File: src/hw/rtl/bas_pkg.sv
// Package for the bounded word array: sizes, field types, command codes
// and the RAM request bundle. Depends on nothing; the interfaces, the top level and the sequencer import it.
`timescale 1ns / 1ps

package bas_pkg;

    localparam int DEPTH   = 16;
    localparam int IDX_W   = $clog2(DEPTH);
    localparam int KIND_W  = 2;
    localparam int VALUE_W = 32;
    localparam int POS_W   = 5;
    localparam int COUNT_W = 5;
    localparam int CAP_W   = 5;

    typedef logic [KIND_W-1:0]         kind_t;
    typedef logic signed [VALUE_W-1:0] word_t;
    typedef logic [POS_W-1:0]          pos_t;
    typedef logic [COUNT_W-1:0]        count_t;
    typedef logic [CAP_W-1:0]          cap_t;
    typedef logic [IDX_W-1:0]          idx_t;

    localparam kind_t KIND_APPEND  = 2'd0;
    localparam kind_t KIND_GET     = 2'd1;
    localparam kind_t KIND_SORT    = 2'd2;
    localparam kind_t KIND_REVERSE = 2'd3;

    localparam cap_t   CAP_RESET  = CAP_W'(16);
    localparam count_t COUNT_MAX  = COUNT_W'(DEPTH);
    localparam word_t  WORD_FAIL  = '1;

    typedef struct packed {
        logic  we;
        idx_t  waddr;
        word_t wdata;
        logic  re;
        idx_t  raddr;
    } ram_req_t;

endpackage

File: src/hw/rtl/bas_if.sv
// Valid/ready channel interfaces for the command and response streams.
// Depends on bas_pkg for the payload types.
`timescale 1ns / 1ps

interface bas_cmd_if;
    import bas_pkg::*;

    logic  valid;
    logic  ready;
    kind_t kind;
    word_t value;
    pos_t  position;

    modport source (output valid, output kind, output value, output position, input ready);
    modport sink   (input valid, input kind, input value, input position, output ready);
endinterface

interface bas_rsp_if;
    import bas_pkg::*;

    logic   valid;
    logic   ready;
    logic   ok;
    word_t  read_value;
    count_t item_count;
    logic   is_empty;
    logic   is_full;

    modport source (output valid, output ok, output read_value, output item_count,
                    output is_empty, output is_full, input ready);
    modport sink   (input valid, input ok, input read_value, input item_count,
                    input is_empty, input is_full, output ready);
endinterface

File: src/hw/rtl/bounded_array_sort_reverse.sv
// Bounded array of signed words: append, get, exchange sort and reverse.
// One command at a time: the next transfer is taken once the sequencer is idle again;
// the sort time is set by one RAM read port feeding one shared compare unit.
// Reset clears the fill count and sets capacity to 16; store contents stay as they are.
`timescale 1ns / 1ps

module bounded_array_sort_reverse (
    input  logic          clk,
    input  logic          rst_n,
    input  logic          cfg_we,
    input  bas_pkg::cap_t cfg_wdata,
    bas_cmd_if.sink       cmd,
    bas_rsp_if.source     rsp
);
    import bas_pkg::*;

    cap_t     capacity_reg;
    count_t   eff_cap;
    ram_req_t ram_req;
    word_t    ram_rdata;

    always_ff @(posedge clk or negedge rst_n)
    begin
        if (!rst_n)
        begin
            capacity_reg <= CAP_RESET;
        end
        else if (cfg_we)
        begin
            capacity_reg <= cfg_wdata;
        end
    end

    // saturate capacity at the store depth
    assign eff_cap = (COUNT_W'(capacity_reg) > COUNT_MAX) ? COUNT_MAX : COUNT_W'(capacity_reg);

    bas_ram #(
        .WIDTH (VALUE_W),
        .DEPTH (DEPTH)
    ) u_ram (
        .clk   (clk),
        .we    (ram_req.we),
        .waddr (ram_req.waddr),
        .wdata (ram_req.wdata),
        .re    (ram_req.re),
        .raddr (ram_req.raddr),
        .rdata (ram_rdata)
    );

    bas_seq u_seq (
        .clk       (clk),
        .rst_n     (rst_n),
        .eff_cap   (eff_cap),
        .cmd       (cmd),
        .rsp       (rsp),
        .ram_req   (ram_req),
        .ram_rdata (ram_rdata)
    );

endmodule

File: src/hw/rtl/bas_ram.sv
// Generic single-write, single-read RAM with a registered read port.
// Stands alone; width and depth come in as parameters.
`timescale 1ns / 1ps

module bas_ram #(
    parameter int WIDTH = 32,
    parameter int DEPTH = 16
) (
    input  logic                     clk,
    input  logic                     we,
    input  logic [$clog2(DEPTH)-1:0] waddr,
    input  logic [WIDTH-1:0]         wdata,
    input  logic                     re,
    input  logic [$clog2(DEPTH)-1:0] raddr,
    output logic [WIDTH-1:0]         rdata
);

    logic [WIDTH-1:0] mem [DEPTH];

    always_ff @(posedge clk)
    begin
        if (we)
        begin
            mem[waddr] <= wdata;
        end
        if (re)
        begin
            rdata <= mem[raddr];
        end
    end

endmodule

File: src/hw/rtl/bas_seq.sv
// Command sequencer: fill count, append/get handling, exchange-sort walks over
// the RAM through one compare unit, reverse walks, and the response register.
// Depends on bas_pkg and the channel interfaces in bas_if.
`timescale 1ns / 1ps

module bas_seq (
    input  logic              clk,
    input  logic              rst_n,
    input  bas_pkg::count_t   eff_cap,
    bas_cmd_if.sink           cmd,
    bas_rsp_if.source         rsp,
    output bas_pkg::ram_req_t ram_req,
    input  bas_pkg::word_t    ram_rdata
);
    import bas_pkg::*;

    localparam int ST_W = 4;
    localparam logic [ST_W-1:0] ST_IDLE     = 4'd0;
    localparam logic [ST_W-1:0] ST_GET_WAIT = 4'd1;
    localparam logic [ST_W-1:0] ST_S_LOADI  = 4'd2;
    localparam logic [ST_W-1:0] ST_S_CMP    = 4'd3;
    localparam logic [ST_W-1:0] ST_S_WBI    = 4'd4;
    localparam logic [ST_W-1:0] ST_R_HI     = 4'd5;
    localparam logic [ST_W-1:0] ST_R_WLO    = 4'd6;
    localparam logic [ST_W-1:0] ST_R_WHI    = 4'd7;
    localparam logic [ST_W-1:0] ST_FIN      = 4'd8;

    logic [ST_W-1:0] state_reg, state_next;
    count_t          count_reg, count_next;
    logic            rsp_valid_reg, rsp_valid_next;

    idx_t   i_reg, i_next;
    idx_t   j_reg, j_next;
    word_t  hold_reg, hold_next;
    logic   res_ok_reg, res_ok_next;
    word_t  res_val_reg, res_val_next;
    logic   out_ok_reg, out_ok_next;
    word_t  out_val_reg, out_val_next;
    count_t out_count_reg, out_count_next;
    logic   out_empty_reg, out_empty_next;
    logic   out_full_reg, out_full_next;

    logic   accept;
    pos_t   pos_m1;
    count_t cnt_m1;
    idx_t   i_inc;
    idx_t   j_inc;
    idx_t   j_dec;
    logic   hold_greater;

    assign cmd.ready      = (state_reg == ST_IDLE);
    assign accept         = cmd.valid && cmd.ready;
    assign pos_m1         = cmd.position - POS_W'(1);
    assign cnt_m1         = count_reg - COUNT_W'(1);
    assign i_inc          = i_reg + IDX_W'(1);
    assign j_inc          = j_reg + IDX_W'(1);
    assign j_dec          = j_reg - IDX_W'(1);
    // the one compare unit shared by every sort compare step
    assign hold_greater   = hold_reg > ram_rdata;

    assign rsp.valid      = rsp_valid_reg;
    assign rsp.ok         = out_ok_reg;
    assign rsp.read_value = out_val_reg;
    assign rsp.item_count = out_count_reg;
    assign rsp.is_empty   = out_empty_reg;
    assign rsp.is_full    = out_full_reg;

    always_comb
    begin
        state_next     = state_reg;
        count_next     = count_reg;
        rsp_valid_next = rsp_valid_reg;
        i_next         = i_reg;
        j_next         = j_reg;
        hold_next      = hold_reg;
        res_ok_next    = res_ok_reg;
        res_val_next   = res_val_reg;
        out_ok_next    = out_ok_reg;
        out_val_next   = out_val_reg;
        out_count_next = out_count_reg;
        out_empty_next = out_empty_reg;
        out_full_next  = out_full_reg;
        ram_req        = '0;

        // drop the held response once it transfers
        if (rsp.ready)
        begin
            rsp_valid_next = 1'b0;
        end

        unique case (state_reg)
            ST_IDLE:
            begin
                if (accept)
                begin
                    res_ok_next  = 1'b1;
                    res_val_next = '0;
                    state_next   = ST_FIN;
                    unique case (cmd.kind)
                        KIND_APPEND:
                        begin
                            if (count_reg < eff_cap)
                            begin
                                ram_req.we    = 1'b1;
                                ram_req.waddr = count_reg[IDX_W-1:0];
                                ram_req.wdata = cmd.value;
                                count_next    = count_reg + COUNT_W'(1);
                            end
                            else
                            begin
                                res_ok_next = 1'b0;
                            end
                        end
                        KIND_GET:
                        begin
                            if (cmd.position == '0 || COUNT_W'(cmd.position) > count_reg)
                            begin
                                res_ok_next  = 1'b0;
                                res_val_next = WORD_FAIL;
                            end
                            else
                            begin
                                ram_req.re    = 1'b1;
                                ram_req.raddr = pos_m1[IDX_W-1:0];
                                state_next    = ST_GET_WAIT;
                            end
                        end
                        KIND_SORT:
                        begin
                            if (count_reg >= COUNT_W'(2))
                            begin
                                i_next        = '0;
                                j_next        = IDX_W'(1);
                                ram_req.re    = 1'b1;
                                ram_req.raddr = '0;
                                state_next    = ST_S_LOADI;
                            end
                        end
                        KIND_REVERSE:
                        begin
                            if (count_reg >= COUNT_W'(2))
                            begin
                                i_next        = '0;
                                j_next        = cnt_m1[IDX_W-1:0];
                                ram_req.re    = 1'b1;
                                ram_req.raddr = '0;
                                state_next    = ST_R_HI;
                            end
                        end
                    endcase
                end
            end
            ST_GET_WAIT:
            begin
                res_val_next = ram_rdata;
                state_next   = ST_FIN;
            end
            ST_S_LOADI:
            begin
                hold_next     = ram_rdata;
                ram_req.re    = 1'b1;
                ram_req.raddr = j_reg;
                state_next    = ST_S_CMP;
            end
            ST_S_CMP:
            begin
                // hold keeps the running minimum for position i; swap in any smaller word read
                if (hold_greater)
                begin
                    ram_req.we    = 1'b1;
                    ram_req.waddr = j_reg;
                    ram_req.wdata = hold_reg;
                    hold_next     = ram_rdata;
                end
                if (COUNT_W'(j_reg) + COUNT_W'(1) < count_reg)
                begin
                    j_next        = j_inc;
                    ram_req.re    = 1'b1;
                    ram_req.raddr = j_inc;
                end
                else
                begin
                    state_next = ST_S_WBI;
                end
            end
            ST_S_WBI:
            begin
                ram_req.we    = 1'b1;
                ram_req.waddr = i_reg;
                ram_req.wdata = hold_reg;
                if (COUNT_W'(i_inc) + COUNT_W'(1) < count_reg)
                begin
                    i_next        = i_inc;
                    j_next        = i_inc + IDX_W'(1);
                    ram_req.re    = 1'b1;
                    ram_req.raddr = i_inc;
                    state_next    = ST_S_LOADI;
                end
                else
                begin
                    state_next = ST_FIN;
                end
            end
            ST_R_HI:
            begin
                hold_next     = ram_rdata;
                ram_req.re    = 1'b1;
                ram_req.raddr = j_reg;
                state_next    = ST_R_WLO;
            end
            ST_R_WLO:
            begin
                ram_req.we    = 1'b1;
                ram_req.waddr = i_reg;
                ram_req.wdata = ram_rdata;
                state_next    = ST_R_WHI;
            end
            ST_R_WHI:
            begin
                ram_req.we    = 1'b1;
                ram_req.waddr = j_reg;
                ram_req.wdata = hold_reg;
                i_next        = i_inc;
                j_next        = j_dec;
                if (i_inc < j_dec)
                begin
                    ram_req.re    = 1'b1;
                    ram_req.raddr = i_inc;
                    state_next    = ST_R_HI;
                end
                else
                begin
                    state_next = ST_FIN;
                end
            end
            ST_FIN:
            begin
                // wait here until the response register is free
                if (!rsp_valid_reg || rsp.ready)
                begin
                    rsp_valid_next = 1'b1;
                    out_ok_next    = res_ok_reg;
                    out_val_next   = res_val_reg;
                    out_count_next = count_reg;
                    out_empty_next = (count_reg == '0);
                    out_full_next  = (count_reg >= eff_cap);
                    state_next     = ST_IDLE;
                end
            end
            default:
            begin
                state_next = ST_IDLE;
            end
        endcase
    end

    always_ff @(posedge clk or negedge rst_n)
    begin
        if (!rst_n)
        begin
            state_reg     <= ST_IDLE;
            count_reg     <= '0;
            rsp_valid_reg <= 1'b0;
        end
        else
        begin
            state_reg     <= state_next;
            count_reg     <= count_next;
            rsp_valid_reg <= rsp_valid_next;
        end
    end

    always_ff @(posedge clk)
    begin
        i_reg         <= i_next;
        j_reg         <= j_next;
        hold_reg      <= hold_next;
        res_ok_reg    <= res_ok_next;
        res_val_reg   <= res_val_next;
        out_ok_reg    <= out_ok_next;
        out_val_reg   <= out_val_next;
        out_count_reg <= out_count_next;
        out_empty_reg <= out_empty_next;
        out_full_reg  <= out_full_next;
    end

    a_count_bounded: assert property (@(posedge clk) disable iff (!rst_n)
        count_reg <= COUNT_MAX)
        else $error("fill count beyond store depth");

    a_no_rw_clash: assert property (@(posedge clk) disable iff (!rst_n)
        (ram_req.we && ram_req.re) |-> (ram_req.waddr != ram_req.raddr))
        else $error("RAM read and write at the same address");

    a_full_append_holds: assert property (@(posedge clk) disable iff (!rst_n)
        (accept && cmd.kind == KIND_APPEND && count_reg >= eff_cap) |=> $stable(count_reg))
        else $error("append taken while full");

    a_rsp_from_fin: assert property (@(posedge clk) disable iff (!rst_n)
        $rose(rsp_valid_reg) |-> $past(state_reg) == ST_FIN)
        else $error("response raised outside the finish step");

    a_cmp_in_range: assert property (@(posedge clk) disable iff (!rst_n)
        (state_reg == ST_S_CMP) |-> (COUNT_W'(j_reg) < count_reg && i_reg < j_reg))
        else $error("sort compare outside the held words");

endmodule
File: src/flat_wrapper.sv
// flat-port wrapper written by rule: the top's interface ports become plain ports
module bounded_array_sort_reverse_flat import bas_pkg::*;
  (clk, rst_n, cfg_we, cfg_wdata, cmd_valid, cmd_kind, cmd_value, cmd_position, cmd_ready, rsp_valid, rsp_ok, rsp_read_value, rsp_item_count, rsp_is_empty, rsp_is_full, rsp_ready);
  bas_cmd_if cmd_i ();
  bas_rsp_if rsp_i ();
  input  logic clk;
  input  logic rst_n;
  input  logic cfg_we;
  input  bas_pkg::cap_t cfg_wdata;
  input wire logic [$bits(cmd_i.valid)-1:0] cmd_valid;
  input wire logic [$bits(cmd_i.kind)-1:0] cmd_kind;
  input wire logic [$bits(cmd_i.value)-1:0] cmd_value;
  input wire logic [$bits(cmd_i.position)-1:0] cmd_position;
  output wire logic [$bits(cmd_i.ready)-1:0] cmd_ready;
  output wire logic [$bits(rsp_i.valid)-1:0] rsp_valid;
  output wire logic [$bits(rsp_i.ok)-1:0] rsp_ok;
  output wire logic [$bits(rsp_i.read_value)-1:0] rsp_read_value;
  output wire logic [$bits(rsp_i.item_count)-1:0] rsp_item_count;
  output wire logic [$bits(rsp_i.is_empty)-1:0] rsp_is_empty;
  output wire logic [$bits(rsp_i.is_full)-1:0] rsp_is_full;
  input wire logic [$bits(rsp_i.ready)-1:0] rsp_ready;
  assign cmd_i.valid = cmd_valid;
  assign cmd_i.kind = cmd_kind;
  assign cmd_i.value = cmd_value;
  assign cmd_i.position = cmd_position;
  assign cmd_ready = cmd_i.ready;
  assign rsp_valid = rsp_i.valid;
  assign rsp_ok = rsp_i.ok;
  assign rsp_read_value = rsp_i.read_value;
  assign rsp_item_count = rsp_i.item_count;
  assign rsp_is_empty = rsp_i.is_empty;
  assign rsp_is_full = rsp_i.is_full;
  assign rsp_i.ready = rsp_ready;
  bounded_array_sort_reverse u_core (.clk(clk), .rst_n(rst_n), .cfg_we(cfg_we), .cfg_wdata(cfg_wdata), .cmd(cmd_i), .rsp(rsp_i));
endmodule
File: config.mk
export PLATFORM = sky130hd
export DESIGN_NAME = bounded_array_sort_reverse_flat
export DESIGN_NICKNAME = d
export VERILOG_FILES = /design/src/hw/rtl/bas_pkg.sv /design/src/hw/rtl/bas_if.sv /design/src/hw/rtl/bounded_array_sort_reverse.sv /design/src/hw/rtl/bas_ram.sv /design/src/hw/rtl/bas_seq.sv /design/src/flat_wrapper.sv
export SDC_FILE = /design/constraint.sdc
export NUM_CORES = 1
export LEC_CHECK = 0
export BUFFER_PORTS_ARGS = -buffer_cell sky130_fd_sc_hd__buf_2
export CAP_MARGIN = 20
export CORE_UTILIZATION = 40
export CTS_BUF_LIST = sky130_fd_sc_hd__clkbuf_16
export DETAILED_ROUTE_END_ITERATION = 16
export PLACE_DENSITY_LB_ADDON = 0.12
export SETUP_SLACK_MARGIN = 0.15
export SLEW_MARGIN = 20
export SYNTH_ARGS = -nofsm -noshare
export SYNTH_HDL_FRONTEND = slang
export SYNTH_SLANG_ARGS = --single-unit
export TNS_END_PERCENT = 10
File: constraint.sdc
create_clock -name clk -period 5.9 [get_ports clk]
set_input_delay 0 -clock clk [delete_from_list [all_inputs] [get_ports clk]]
set_output_delay 0 -clock clk [all_outputs]
set_load 0.05 [all_outputs]
After elaboration in Yosys (flattened, before gate mapping)
Memories as Yosys holds them, arrays and structs flattened. A register that Yosys moved wholly into a read port is not among the register bits.
Index checks and enable logic that the tools add are counted.
Storage, ports and cells
  flip-flop bits (word level): 128
  memories: 1
  logic and storage cells: 126
  output and inout bits: 42
  bits of input ports: 49
  memory bits (writable): 512
Operators by class
  order comparisons: 9
  add/sub/neg operators: 9
  reductions and logical operators: 22
  multiplexer cells: 49
  eq/ne operators: 22
Memory list
  u_core.u_ram.mem: words 16, width 32, read ports 1, clocked after memory_dff 1, write ports 1, RTL line bas_ram.sv:18  | logic [WIDTH-1:0] mem [DEPTH];
Operator list (count)
  $pmux W37 S5: 1
  $mux W32: 4
  $pmux W32 S2: 2
  $mux W37: 3
  $mux W4: 17
  $mux W42: 1
  $pmux W4 S9: 1
  $gt A32 B32 Y1: 1
  $mux W5: 6
  $pmux W5 S5: 1
  $pmux W4 S3: 2
  $eq A4 B3 Y1 const B: 4
  $pmux W4 S4: 1
  $lt A5 B5 Y1: 3
  $add A4 B1 Y4 const B: 3
  $ne A2 B2 Y1 const B: 6
  $sub A4 B1 Y4 const B: 3
  $add A4 B1 Y5 const B: 2
  $logic_not A5 Y1: 2
  $pmux W5 S2: 1
  $eq A4 B2 Y1 const B: 2
  $pmux W4 S2: 1
  $reduce_and A2 Y1: 4
  $mux W1: 7
  other kinds (27): 33

Logic depth before layout (Yosys ltp)
Gate-level depths: netlist of run 1.
  depth in word-level cells: 9
  mapped depth: 19
  mapped depth without buffers: 14

Modules after synthesis
A second synthesis of run 1 with hierarchy kept.
Second synthesis, totals
  cells, all modules: 1533
  area, all modules: 27567.7 µm²
By module, submodules not included
  bas_ram: cells an instance 838, sequential area each 16335.7 µm², instances 1, area an instance 20155.6 µm²
  bas_seq: cells an instance 680, sequential area each 3643.5 µm², instances 1, area an instance 7200.7 µm²
  bounded_array_sort_reverse: cells an instance 15, sequential area each 126.4 µm², instances 1, area an instance 211.5 µm²

Worst setup path after synthesis of run 1
OpenSTA, ideal clock, no wires.
  kind: register -> register
  start: register u_core.u_ram.rdata[27], read port of u_core.u_ram.mem
  end: memory u_core.u_ram.mem[10][0] (enable)
  period minus slack after synthesis: 6.455 ns
  cell stages (with the launch flop): 12
  setup slack: -0.555 ns
  path buffers: 1
  required time: 5.387 ns
  arrival: 5.942 ns
  setup time: 0.513 ns
  cell sequence: edfxtp_1 -> inv_1 -> ha_1 -> nand4_1 -> or4_1 -> or2_2 -> nor3_1 -> nor3_1 -> xor2_1 -> clkbuf_1 -> a31oi_1 -> nor4b_1
Between the ends
  word-level cells in the longest chain between the ends: 5
Ends and longest elaborated chain
  start: declaration: RTL line bas_ram.sv:15  | output logic [WIDTH-1:0] rdata
  $gt A32 B32 Y1 (*): RTL line bas_seq.sv:59  | assign hold_greater = hold_reg > ram_rdata;
  $mux W37 (*): RTL line bas_seq.sv:168  | if (hold_greater)
  $pmux W37 S5 (*): RTL line bas_seq.sv:91  | unique case (state_reg)
  $mux W1: RTL line bas_ram.sv:22  | if (we)
  $mux W1 (not written as such): RTL line bas_ram.sv:24  | mem[waddr] <= wdata;
  end: declaration: RTL line bas_ram.sv:18
Mark *: on every way between the ends. The rest lies on a longest branch, timed or not.

Worst setup path after layout of run 1
  start: register u_core.u_seq.i_reg[0]
  end: register u_core.u_ram.rdata[16], read port of u_core.u_ram.mem (data pin)
Between the ends
  word-level cells in the longest chain between the ends: 5
  elaborated cells between the ends (all ways): 7
  classes of those cells: add/sub: 2; order compare: 2; mux: 3
Ends and longest elaborated chain
  start: declaration: RTL line bas_seq.sv:32  | idx_t i_reg, i_next;
  start signal: assignment: RTL line bas_seq.sv:275  | i_reg <= i_next;
  $add A4 B1 Y4 (*): RTL line bas_seq.sv:55  | assign i_inc = i_reg + IDX_W'(1);
  net u_core.u_seq.i_inc[0]: RTL line bas_seq.sv:46  | idx_t i_inc;
  $add A4 B1 Y5: RTL line bas_seq.sv:191  | if (COUNT_W'(i_inc) + COUNT_W'(1) < count_reg)
  $lt A5 B5 Y1: RTL line bas_seq.sv:191
  $mux W5: RTL line bas_seq.sv:191
  $pmux W5 S5 (*): RTL line bas_seq.sv:91
The timed path passes the listed nets; every way through them passes the cells marked *.
A chain may end at the register's enable or synchronous reset.

==> Implementation_results.wiki, run 1 <==
{| class="wikitable"
! Metric !! Value
|-
| Share of Yosys cell area claimed by the top area cell type || 0.677
|-
| I/O Pins || 91
|-
| Average cell area after synthesis || 14.6 um^2
|-
| Share of async-settable or async-resettable flops after synthesis || 0.0223
|-
| Max VDD drop || 0.400 mV
|-
| Drt wl/cell || 28.4 um
|-
| Biggest cell delay along the critical path || 0.72 ns
|-
| Internal Dissipation || 10.7 mW
|-
| Post-route clock skew || 0.0279 ns
|-
| Dpl cells || 2930
|-
| P&R area growth vs syn || 14.9%
|-
| Final number of setup-violating endpoints || 0
|-
| Most used flip-flop cell after synthesis || sky130_fd_sc_hd__edfxtp_1
|-
| Die height || 272 um
|-
| Remaining global-route overflow || 0
|-
| Total number of yosys warnings || 0
|-
| CTS Root Cell || sky130_fd_sc_hd__clkbuf_16
|-
| Count of final max-slew check failures || 0
|-
| Unrepaired setup endpoints after global routing || no
|-
| Critical path fanouts, max || 24
|-
| Number of instances in the synthesized netlist || 1998
|-
| Vias in the first global route || 18.6k
|-
| Number of flops mapped to enable cells by yosys || 657
|-
| Share of total power consumed by net switching || 0.360
|-
| Clock share of power || 0.272
|-
| Number of antenna violations at the first check in global routing || 2
|-
| Total leakage power || 12.3 nW
|-
| Count of buffers added by post-CTS timing repair for setup || 0
|-
| Clock latency reported for the late side of the worst-skew pair || 0.61 ns
|-
| Kind of critical path || reg2reg
|-
| Post-placement setup slack || 0.301 ns
|-
| Final Hold Violating Endpoints || 0
|-
| Number of H-tree branching levels || 3
|-
| Power density of the placed cells || 500 nW/um^2
|-
| Post-route clock period utilization || 0.939
|-
| Detail-routed via count per cell || 6.13
|-
| Leading post-synthesis cells by cell area || sky130_fd_sc_hd__edfxtp_1, sky130_fd_sc_hd__ha_1, sky130_fd_sc_hd__nor4_1
|-
| Post-detailed-route DRC marker count || 0
|-
| Die width || 272 um
|-
| Switching power || 6.03 mW
|-
| Kind of cell with the highest combined delay on the critical path || simple AND/OR/NAND/NOR gates
|-
| Element type at the critical path start || register
|-
| Final setup TNS || 0 ns
|-
| Violation count after the first detailed-routing iteration || 2003
|-
| First-pass iteration count of the detailed router || 6
|-
| HPWL after detailed placement || 49800 um
|-
| Global-route wire length before repair || 129000 um
|-
| Max frequency || 181 MHz
|-
| # rows || 98
|-
| Critical Path Sink Type || register
|-
| Worst setup slack after layout || 0.361 ns
|-
| Flops & latches, synth || 672
|-
| Unique masters post-synth || 78
|-
| GR Util All Layers || 0.234
|-
| Sequential-to-total area share from yosys stat || 0.690
|-
| Largest area contributor in the netlist || sky130_fd_sc_hd__edfxtp_1
|-
| Clk slew on worst S/H paths || 0.06 ns
|-
| Fraction of final layout cells with drive strength greater than 1 || 0.161
|-
| Maximum capacitance violations || 0
|-
| Die Area || 74000 um^2
|-
| Post-synthesis instance area || 29200 um^2
|-
| DRT Wirelength || 87500 um
|-
| Part of the power in registers || 0.415
|-
| Maximum number of pins on one net before global-route repair || 90
|-
| Pin slew with the least headroom to its limit || 1.13 ns
|-
| Via count || 18.9k
|-
| Clock period minus worst slack || 5.54 ns
|-
| Global placement routability congestion || 0.874
|-
| Core outline area || 71900 um^2
|-
| Register containing the most flip-flops in the final layout || u_core.u_ram.mem
|-
| Cts bufs inserted || 72
|-
| Number of standard cells in the layout, taps in and fillers out || 3080
|-
| Number of sinks on the clock net || 672
|-
| Syn nets || 2110
|-
| Effective utilization at floorplan || 0.406
|-
| Worst slew margin relative to its limit || 0.238
|-
| Total of buffers placed on input and output ports || 90
|-
| Worst Path Buf+Inv || 4
|-
| Largest register FFs || 512
|-
| Cell-by-cell listing of the critical path || inv_1 -> ha_1 -> inv_1 -> nand3_1 -> xor2_1 -> ha_1 -> o211a_1 -> a211oi_2 -> or2_1 -> o21ai_4 -> nand3_2 -> buf_4 -> buf_4 -> and3_1 -> a2111oi_0 -> nor4_1
|-
| Kind of path behind the tightest hold check || in2reg
|-
| ANT nets after route || 0
|-
| Net total in the final layout || 2187
|-
| Cell type of the slowest stage on the worst timing path || sky130_fd_sc_hd__a2111oi_0
|-
| Clk buf depth || 3
|-
| Proportion of power drawn by combinational gates || 0.312
|-
| Data arrival time of the critical path || 5.86 ns
|-
| TritonCTS clock tree || yes
|-
| Outcome || finished clean
|-
| Crit path required time || 6.23 ns
|}
[path summary, 6_finish.rpt]
check                      slack (ns)                              startpoint                                         to  cells after the start
max                              0.36     u_core.u_seq.i_reg[0]$_SDFFCE_PN0P_           u_core.u_ram.rdata[16]$_DFFE_PP_                     16
min                              0.23                           cmd_value[11]          u_core.u_ram.mem[5][11]$_DFFE_PP_                      3
max reg2reg                      0.36     u_core.u_seq.i_reg[0]$_SDFFCE_PN0P_           u_core.u_ram.rdata[16]$_DFFE_PP_                     16
min reg2reg                      0.42  u_core.u_seq.res_val_reg[28]$_DFFE_PP_  u_core.u_seq.rsp.read_value[28]$_DFFE_PP_                      0
max in group asynchronous        4.27                                   rst_n           u_core.u_seq.rsp.valid$_DFF_PN0_                      4
min in group asynchronous        0.51                                   rst_n         u_core.capacity_reg[4]$_DFFE_PN1P_                      3
[final cells by class]
type,instances,area (um^2)
fill,6259,38400
sequential,672,20100
multi-input combinational,1106,8330
clock buffer,75,1880
timing repair buffer,171,1310
tap,950,1190
clock inverter,53,489
inverter,52,195
antenna,1,2.50
[synth_stat cells, types with 3 or more instances]
library cell and instances:
sky130_fd_sc_hd__edfxtp_1 657, sky130_fd_sc_hd__clkbuf_1 118, sky130_fd_sc_hd__nor4_1 97, sky130_fd_sc_hd__nor3_1 82, sky130_fd_sc_hd__a21oi_1 80, sky130_fd_sc_hd__a21o_1 78, sky130_fd_sc_hd__nand4_1 70, sky130_fd_sc_hd__a211oi_1 67
sky130_fd_sc_hd__and3_1 67, sky130_fd_sc_hd__a31oi_1 66, sky130_fd_sc_hd__ha_1 63, sky130_fd_sc_hd__o31ai_1 63, sky130_fd_sc_hd__a2111oi_0 62, sky130_fd_sc_hd__inv_1 50, sky130_fd_sc_hd__mux2_1 38, sky130_fd_sc_hd__nor2_1 36
sky130_fd_sc_hd__a22o_1 35, sky130_fd_sc_hd__buf_2 33, sky130_fd_sc_hd__mux2_2 29, sky130_fd_sc_hd__nand2_1 26, sky130_fd_sc_hd__dfrtp_1 14, sky130_fd_sc_hd__nand3_1 11, sky130_fd_sc_hd__nor2b_1 11, sky130_fd_sc_hd__o21ai_0 11
sky130_fd_sc_hd__xnor2_1 11, sky130_fd_sc_hd__buf_6 8, sky130_fd_sc_hd__buf_1 7, sky130_fd_sc_hd__mux2i_1 7, sky130_fd_sc_hd__xor2_1 7, sky130_fd_sc_hd__nand2b_1 6, sky130_fd_sc_hd__nor4b_1 5, sky130_fd_sc_hd__a211o_1 4
sky130_fd_sc_hd__a221o_1 4, sky130_fd_sc_hd__o21ai_2 4, sky130_fd_sc_hd__a221oi_1 3, sky130_fd_sc_hd__a22oi_1 3, sky130_fd_sc_hd__a31o_2 3, sky130_fd_sc_hd__mux4_2 3, sky130_fd_sc_hd__o211a_1 3, sky130_fd_sc_hd__o21a_1 3
sky130_fd_sc_hd__or3_1 3
[timing repair]
| action | 4_1_cts | 5_1_grt |
|---|---|---|
| hold buffers | 19 | 0 |
| setup endpoints to repair | 0 | 1 |
| resized for setup | 0 | 1 |
| endpoints found under the hold margin | 29 | 0 |
[stage by stage]
stage | power [mW] | hold WS [ns] | instance area, um^2 | utilization
4_1_cts | 16.8 | 0.192 | 33400 | 0.465
5_1_grt | 17.5 | 0.259 | 33500 | 0.466
2_1_floorplan | 10.2 | -0.296 | 29200 | -
3_5_place_dp | 12.2 | -0.0598 | 30900 | 0.430
3_3_place_gp | 12.2 | -0.0725 | 30900 | 0.430
6_report | 16.8 | 0.233 | 33500 | 0.466
[routing by layer]
layer	wire length (um)	up-vias	global-route usage
met5	0	-	0
met4	1730	0	0.0652
met3	5960	118	0.0320
met2	41300	763	0.378
met1	38500	9716	0.331
li1	-	8297	-
[tightest hold or removal path, stage by stage]
cell and delay [ns]:
sky130_fd_sc_hd__buf_2 0.09, sky130_fd_sc_hd__a22o_1 0.12, sky130_fd_sc_hd__a21o_1 0.39
[power by group through the flow]
stage	clock network (mW)	logic, mW	registers [mW]
final	4.57	5.24	6.96
after global routing	4.83	5.64	7.02
after floorplan	0	3.21	7.03
after CTS	4.66	5.21	6.95
after global placement	0	5.12	7.03
after detailed placement	0	5.16	7.05
[kinds of logic after synthesis]
group,synth area share
AND/OR/NAND/NOR,0.0868
flip-flops,0.690
adder cells (fa/ha/maj),0.0270
XOR/XNOR,0.00541
buffers and inverters,0.0321
multiplexers,0.0306
AO/OA/AOI/OAI,0.128
[placed cells by master, fill, tap and decap left out, drive strengths merged, types with 5 or more instances in the layout]
master,n
mux2,67
a22o,35
xor2,7
clkinv,27
buf,152
nand2b,7
a2111oi,63
a211oi,69
edfxtp,657
a31oi,66
inv,67
clkbuf,75
nor4,97
nor4b,5
nand3,12
and3,67
nand2,27
xnor2,11
nor3,84
a21o,78
a21oi,82
o31ai,63
o21ai,16
ha,63
nor2,37
nor2b,11
mux2i,7
dlygate4sd3,19
bufinv,9
nand4,70
dfrtp,14
(Power assumes the default switching activity.)
==> run 2: changes to the inputs <==
- CORE_UTILIZATION: 40 -> 30
==> run 2 against run 1 <==
  * Global-route usage fell by 4.0 points
  * Maximum frequency rose by 3.3%
  * Sequential share of layout area fell by 0.74 points
  * Routed wire length up 11%
  * Final cell count up 11%
  * Design area rose by 1.2%
  * Worst setup slack gained 0.17 ns
  * Non-clock buffer count up 19
  * Via count rose by 0.73%
  * First-iteration DRC count down 15%
  * Combinational power grew 3%
  * Highest routed layer unchanged
==> Implementation_results.wiki, run 2 (same netlist as run 1, synthesis figures left out) <==
{| class="wikitable"
! Metric !! Value
|-
| Placed instance area || 31400 um^2 (+1.8%)
|-
| Element type at the critical path start || register
|-
| Count of buffers added by post-CTS timing repair for setup || 0 (unchanged)
|-
| Clk buf depth || 3 (unchanged)
|-
| # diodes || 0 (-1)
|-
| Clock period minus worst slack || 5.36 ns (-0.175 ns)
|-
| GR Util All Layers || 0.194 (-0.0401)
|-
| Outcome || finished clean
|-
| Post-placement setup slack || 0.651 ns (+0.350 ns)
|-
| Cts bufs inserted || 75 (+4.2%)
|-
| Register containing the most flip-flops in the final layout || u_core.u_ram.mem
|-
| Clock latency reported for the late side of the worst-skew pair || 0.63 ns (+0.02 ns)
|-
| Die Area || 98400 um^2 (+33%)
|-
| Power Total || 16.9 mW (+0.72%)
|-
| Max frequency || 186 MHz (+3.3%)
|-
| Final number of setup-violating endpoints || 0 (unchanged)
|-
| Number of antenna violations at the first check in global routing || 2 (unchanged)
|-
| Global placement routability congestion || 0.844 (-3.4%)
|-
| Post-route clock skew || 0.0329 ns (+0.00494 ns)
|-
| Vias in the first global route || 19.3k (+3.3%)
|-
| Effective utilization at floorplan || 0.305 (-0.101)
|-
| Most common cell after layout, fill and taps aside || sky130_fd_sc_hd__edfxtp_1
|-
| Post-route clock period utilization || 0.909 (-0.0296)
|-
| Final Hold Violating Endpoints || 0 (unchanged)
|-
| Via count || 19.0k (+0.73%)
|-
| Worst slew margin relative to its limit || 0.286 (+0.0485)
|-
| Count of final max-slew check failures || 0 (unchanged)
|-
| Maximum capacitance violations || 0 (unchanged)
|-
| Remaining global-route overflow || 0 (unchanged)
|-
| Unrepaired setup endpoints after global routing || no
|-
| Data arrival time of the critical path || 5.67 ns (-0.19 ns)
|-
| First-pass iteration count of the detailed router || 5 (-1)
|-
| Total leakage power || 12.3 nW (+0.19%)
|-
| Finished Cell Area || 33900 um^2 (+1.2%)
|-
| Die height || 314 um (+15%)
|-
| Clk slew on worst S/H paths || 0.06 ns (about the same)
|-
| Crit path required time || 6.20 ns (-0.03 ns)
|-
| I/O Pins || 91 (unchanged)
|-
| Detail-routed via count per cell || 5.58 (-9.0%)
|-
| HPWL after detailed placement || 57400 um (+15%)
|-
| Net total in the final layout || 2209 (+1.0%)
|-
| Worst setup slack after layout || 0.536 ns (+0.175 ns)
|-
| Number of H-tree branching levels || 3 (unchanged)
|-
| Critical path fanouts, max || 10 (-58%)
|-
| Post-detailed-route DRC marker count || 0 (unchanged)
|-
| Kind of path behind the tightest hold check || in2reg
|-
| Number of sinks on the clock net || 672 (unchanged)
|-
| Drt wl/cell || 28.4 um (about the same)
|-
| CTS Root Cell || sky130_fd_sc_hd__clkbuf_16
|-
| ANT nets after route || 0 (unchanged)
|-
| Largest register FFs || 512 (unchanged)
|-
| P&R area growth vs syn || 16.3%
|-
| DRT Wirelength || 96900 um (+11%)
|-
| Die width || 314 um (+15%)
|-
| Total of buffers placed on input and output ports || 90 (unchanged)
|-
| Max VDD drop || 0.305 mV (-24%)
|-
| Violation count after the first detailed-routing iteration || 1699 (-15%)
|-
| Global-route wire length before repair || 139000 um (+7.9%)
|-
| Kind of critical path || reg2reg
|-
| Core outline area || 95600 um^2 (+33%)
|-
| Commonest cells after routing, fill and taps aside || sky130_fd_sc_hd__edfxtp_1, sky130_fd_sc_hd__nor4_1, sky130_fd_sc_hd__buf_2
|-
| Maximum number of pins on one net before global-route repair || 127 (+41%)
|-
| Final setup TNS || 0 ns (unchanged)
|-
| # rows || 113 (+15%)
|-
| Fraction of final layout cells with drive strength greater than 1 || 0.166 (+0.00525)
|-
| Pin slew with the least headroom to its limit || 1.07 ns (-0.0665 ns)
|-
| Power density of the placed cells || 498 nW/um^2 (-0.53%)
|-
| Critical Path Sink Type || register
|-
| TritonCTS clock tree || yes
|}
## run 2: changes by cell type in the layout (fill, tap and decap cells not counted), moves of 2 or more
cell | previous run | this run
sky130_fd_sc_hd__buf_4 | 47 | 69
sky130_fd_sc_hd__clkinv_1 | 12 | 19
sky130_fd_sc_hd__inv_1 | 64 | 60
sky130_fd_sc_hd__bufinv_16 | 9 | 6
sky130_fd_sc_hd__clkinv_2 | 13 | 10
sky130_fd_sc_hd__buf_16 | 2 | 0
## run 2: final timing paths
path,start,endpoint,slack [ns],cells after the start
min in group asynchronous,rst_n,u_core.capacity_reg[4]$_DFFE_PN1P_,0.43,3
max in group asynchronous,rst_n,u_core.u_seq.count_reg[4]$_DFFE_PN0P_,4.41,4
min,cfg_we,u_core.capacity_reg[4]$_DFFE_PN1P_,0.19,3
min reg2reg,u_core.u_seq.res_val_reg[28]$_DFFE_PP_,u_core.u_seq.rsp.read_value[28]$_DFFE_PP_,0.41,0
max,u_core.u_seq.i_reg[0]$_SDFFCE_PN0P_,u_core.u_ram.rdata[13]$_DFFE_PP_,0.54,15
max reg2reg,u_core.u_seq.i_reg[0]$_SDFFCE_PN0P_,u_core.u_ram.rdata[13]$_DFFE_PP_,0.54,15
## run 2: per-stage QoR
step	hold slack [ns]	instances	utilization
6_report	0.193	3411	0.355
5_1_grt	0.231	3411	0.355
4_1_cts	0.151	3411	0.355
3_5_place_dp	-0.0693	3266	0.329
3_3_place_gp	-0.0683	3265	0.329
2_1_floorplan	-0.296	1998	-
## run 2: per-layer routing
metal / global-route usage / share of wire / vias up
li1: - / - / 8329
met1: 0.269 / 0.45 / 9883
met2: 0.308 / 0.46 / 673
met3: 0.0340 / 0.063 / 146
met4: 0.0602 / 0.025 / 0
met5: 0 / 0 / -
## run 2: cell type report
cell class | instances | area, um^2
inverters | 52 | 195
well taps | 1265 | 1580
multi-input cells | 1106 | 8350
flip-flops and latches | 672 | 20100
fillers | 9172 | 61700
clock inverters | 50 | 387
clock buffers | 76 | 1900
repair buffers | 190 | 1400
## run 2: power breakdown
part           leakage [nW]  switching, mW  internal (mW)
combinational          4.83           3.73           1.65
sequential             6.29          0.563           6.47
clock                  1.16           1.89           2.58
total                  12.3           6.18           10.7
## run 2: timing repair
item,in CTS,in global routing
hold buffers,19,0
resized for setup,0,0
endpoints found under the hold margin,29,0
## run 2: critical path, cell delays in order, from the launching register on
cell	delay (ns)
sky130_fd_sc_hd__edfxtp_1	0.61
sky130_fd_sc_hd__inv_1	0.18
sky130_fd_sc_hd__ha_1	0.40
sky130_fd_sc_hd__inv_1	0.17
sky130_fd_sc_hd__nand3_1	0.12
sky130_fd_sc_hd__xor2_1	0.19
sky130_fd_sc_hd__ha_1	0.34
sky130_fd_sc_hd__o211a_1	0.18
sky130_fd_sc_hd__a211oi_2	0.08
sky130_fd_sc_hd__or2_1	0.37
sky130_fd_sc_hd__nor2_1	0.22
sky130_fd_sc_hd__o221a_2	0.31
sky130_fd_sc_hd__nand4_1	0.41
sky130_fd_sc_hd__buf_4	0.37
sky130_fd_sc_hd__a2111oi_0	0.83
sky130_fd_sc_hd__nor4_1	0.25
==> run 3: changes to the inputs <==
- REMOVE_ABC_BUFFERS: unset -> 1
==> run 3 against run 2 <==
  * Design area increased by 0.14%
  * Clock-buffer cell count grew 3
  * Clock skew grew 0.0079 ns
  * Core utilization about the same
  * Sequential cell count stayed put
  * Non-clock buffer count fell by 14
  * Die area did not move
  * Total power grew 0.56%
  * Critical path type unchanged
  * Largest power group unchanged
==> Implementation_results.wiki, run 3 (same netlist as run 1, synthesis figures left out) <==
{| class="wikitable"
! Metric !! Value
|-
| # rows || 113 (unchanged)
|-
| Element type at the critical path start || register
|-
| Detail-routed via count per cell || 5.58 (about the same)
|-
| Fillers || 9292 (+1.3%)
|-
| Drt wl/cell || 29.3 um (+3.1%)
|-
| Kind of critical path || reg2reg
|-
| Maximum number of pins on one net before global-route repair || 131 (+3.1%)
|-
| Placed instance area || 31300 um^2 (-0.36%)
|-
| Proportion of power drawn by combinational gates || 0.315 (-0.004)
|-
| Clock share of power || 0.274 (+0.009)
|-
| Unrepaired setup endpoints after global routing || no
|-
| GR Util All Layers || 0.201 (+0.00734)
|-
| Via count || 19.0k (+0.021%)
|-
| HPWL after detailed placement || 55900 um (-2.7%)
|-
| Max VDD drop || 0.297 mV (-2.6%)
|-
| Clk slew on worst S/H paths || 0.06 ns (about the same)
|-
| Number of sinks on the clock net || 672 (unchanged)
|-
| Data arrival time of the critical path || 5.79 ns (+0.12 ns)
|-
| Total of buffers placed on input and output ports || 90 (unchanged)
|-
| Routed metal-1 wire length || 45900 um (+5.0%)
|-
| Smallest hold slack || 0.155 ns (-0.0377 ns)
|-
| I/O Pins || 91 (unchanged)
|-
| Post-route clock skew || 0.0408 ns (+0.00791 ns)
|-
| Post-cts resize count || 0 (unchanged)
|-
| First-pass iteration count of the detailed router || 5 (unchanged)
|-
| Clk buf depth || 3 (unchanged)
|-
| Global placement routability congestion || 0.832 (-1.5%)
|-
| Violation count after the first detailed-routing iteration || 1631 (-4.0%)
|-
| Effective utilization at floorplan || 0.305 (unchanged)
|-
| Remaining global-route overflow || 0 (unchanged)
|-
| P&R area growth vs syn || 16.5%
|-
| Pin slew with the least headroom to its limit || 1.09 ns (+0.0222 ns)
|-
| Number of antenna violations at the first check in global routing || 1 (-1)
|-
| Max frequency || 185 MHz (-1.0%)
|-
| Vias in the first global route || 19.0k (-1.6%)
|-
| Register containing the most flip-flops in the final layout || u_core.u_ram.mem
|-
| Commonest cells after routing, fill and taps aside || sky130_fd_sc_hd__edfxtp_1, sky130_fd_sc_hd__nor4_1, sky130_fd_sc_hd__buf_2
|-
| Met2 layer wire length in the routed design || 46600 um (+4.6%)
|-
| Critical Path Sink Type || register
|-
| Outcome || finished clean
|-
| Die height || 314 um (unchanged)
|-
| Met3 wirelength from detailed routing || 5050 um (-18%)
|-
| Count of final max-slew check failures || 0 (unchanged)
|-
| Cts bufs inserted || 79 (+5.3%)
|-
| Count of buffers added by post-CTS timing repair for setup || 0 (unchanged)
|-
| Post-route clock period utilization || 0.918 (+0.00915)
|-
| Part of the power in registers || 0.411 (-0.005)
|-
| Power density of the placed cells || 500 nW/um^2 (+0.42%)
|-
| Core outline area || 95600 um^2 (unchanged)
|-
| Highest metal used || met4
|-
| Finished Cell Area || 34000 um^2 (+0.14%)
|-
| CTS Root Cell || sky130_fd_sc_hd__clkbuf_16
|-
| CTS hold repair buffers || 19 (unchanged)
|-
| Internal Dissipation || 10.7 mW (-0.33%)
|-
| Number of H-tree branching levels || 3 (unchanged)
|-
| Crit path required time || 6.27 ns (+0.07 ns)
|-
| Clock period minus worst slack || 5.42 ns (+0.0540 ns)
|-
| Final number of setup-violating endpoints || 0 (unchanged)
|-
| Share of total power consumed by net switching || 0.372 (+0.00561)
|-
| ANT nets after route || 0 (unchanged)
|-
| Net total in the final layout || 2199 (-0.45%)
|-
| Post-detailed-route DRC marker count || 0 (unchanged)
|-
| Global-route wire length before repair || 143000 um (+2.7%)
|-
| Die width || 314 um (unchanged)
|-
| Fraction of final layout cells with drive strength greater than 1 || 0.164 (-0.00147)
|-
| Total leakage power || 12.3 nW (+0.24%)
|-
| DRT Wirelength || 99900 um (+3.1%)
|-
| Most common cell after layout, fill and taps aside || sky130_fd_sc_hd__edfxtp_1
|-
| TritonCTS clock tree || yes
|-
| Kind of path behind the tightest hold check || in2reg
|-
| Switching power || 6.31 mW (+2.1%)
|-
| Final Hold Violating Endpoints || 0 (unchanged)
|-
| Clock latency reported for the late side of the worst-skew pair || 0.66 ns (+0.03 ns)
|-
| Largest register FFs || 512 (unchanged)
|-
| Maximum capacitance violations || 0 (unchanged)
|-
| Worst slew margin relative to its limit || 0.273 (-0.0131)
|-
| Critical path fanouts, max || 39 (+29)
|-
| # diodes || 0 (unchanged)
|-
| Die Area || 98400 um^2 (unchanged)
|}
-- run 3: per-stage QoR --
step,power (mW),worst slack [ns],instances,TNS (ns),utilization
floorplan,10.1,-3.14,1830,-1088.87,-
global placement,12.4,0.608,3252,0,0.328
detailed placement,12.5,0.522,3252,0,0.328
CTS,17.2,0.528,3412,0,0.355
global route,17.8,0.217,3412,0,0.355
finish,17.0,0.482,3412,0,0.355
-- run 3: critical path: stages (launching register included) --
cell	delay, ns
sky130_fd_sc_hd__edfxtp_1	0.62
sky130_fd_sc_hd__inv_1	0.19
sky130_fd_sc_hd__ha_1	0.41
sky130_fd_sc_hd__inv_1	0.16
sky130_fd_sc_hd__nand3_1	0.11
sky130_fd_sc_hd__xor2_1	0.26
sky130_fd_sc_hd__ha_1	0.30
sky130_fd_sc_hd__a211o_1	0.28
sky130_fd_sc_hd__a211oi_2	0.22
sky130_fd_sc_hd__or2_1	0.36
sky130_fd_sc_hd__o21ai_1	0.19
sky130_fd_sc_hd__o211a_4	0.21
sky130_fd_sc_hd__and2_2	0.52
sky130_fd_sc_hd__buf_4	0.37
sky130_fd_sc_hd__a2111oi_0	0.83
sky130_fd_sc_hd__nor4_1	0.10
-- run 3: metal layers --
layer / track usage / vias to the layer above
met5: 0 / -
met4: 0.0542 / 0
met3: 0.0304 / 135
met2: 0.323 / 669
met1: 0.283 / 9893
li1: - / 8338
-- run 3: power groups by stage --
stage | logic [mW] | registers, mW | clock network [mW]
4_1_cts | 5.42 | 6.97 | 4.77
6_report | 5.36 | 6.98 | 4.65
5_1_grt | 5.80 | 7.04 | 4.93
2_1_floorplan | 2.97 | 7.08 | 0
3_5_place_dp | 5.39 | 7.07 | 0
3_3_place_gp | 5.36 | 7.06 | 0
-- run 3: area by class of cell --
class,count,area (um^2),area share
flip-flops and latches,672,20100,0.592
repair buffers,176,1280,0.0377
well taps,1265,1580,0.0466
clock inverters,62,473,0.0139
inverters,52,195,0.00575
clock buffers,79,1980,0.0582
multi-input cells,1106,8350,0.246
-- run 3: worst paths after layout --
check                                                            from                                       end  slack, ns  cells past startpoint
worst max-delay path              u_core.u_seq.i_reg[0]$_SDFFCE_PN0P_          u_core.u_ram.rdata[19]$_DFFE_PP_       0.48                     15
worst min-delay path                                    cmd_value[29]         u_core.u_ram.mem[2][29]$_DFFE_PP_       0.16                      3
worst max register to register    u_core.u_seq.i_reg[0]$_SDFFCE_PN0P_          u_core.u_ram.rdata[19]$_DFFE_PP_       0.48                     15
worst min register to register  u_core.u_seq.res_val_reg[2]$_DFFE_PP_  u_core.u_seq.rsp.read_value[2]$_DFFE_PP_       0.41                      0
max in group asynchronous                                       rst_n        u_core.capacity_reg[2]$_DFFE_PN0P_       4.37                      4
min in group asynchronous                                       rst_n        u_core.capacity_reg[4]$_DFFE_PN1P_       0.39                      3
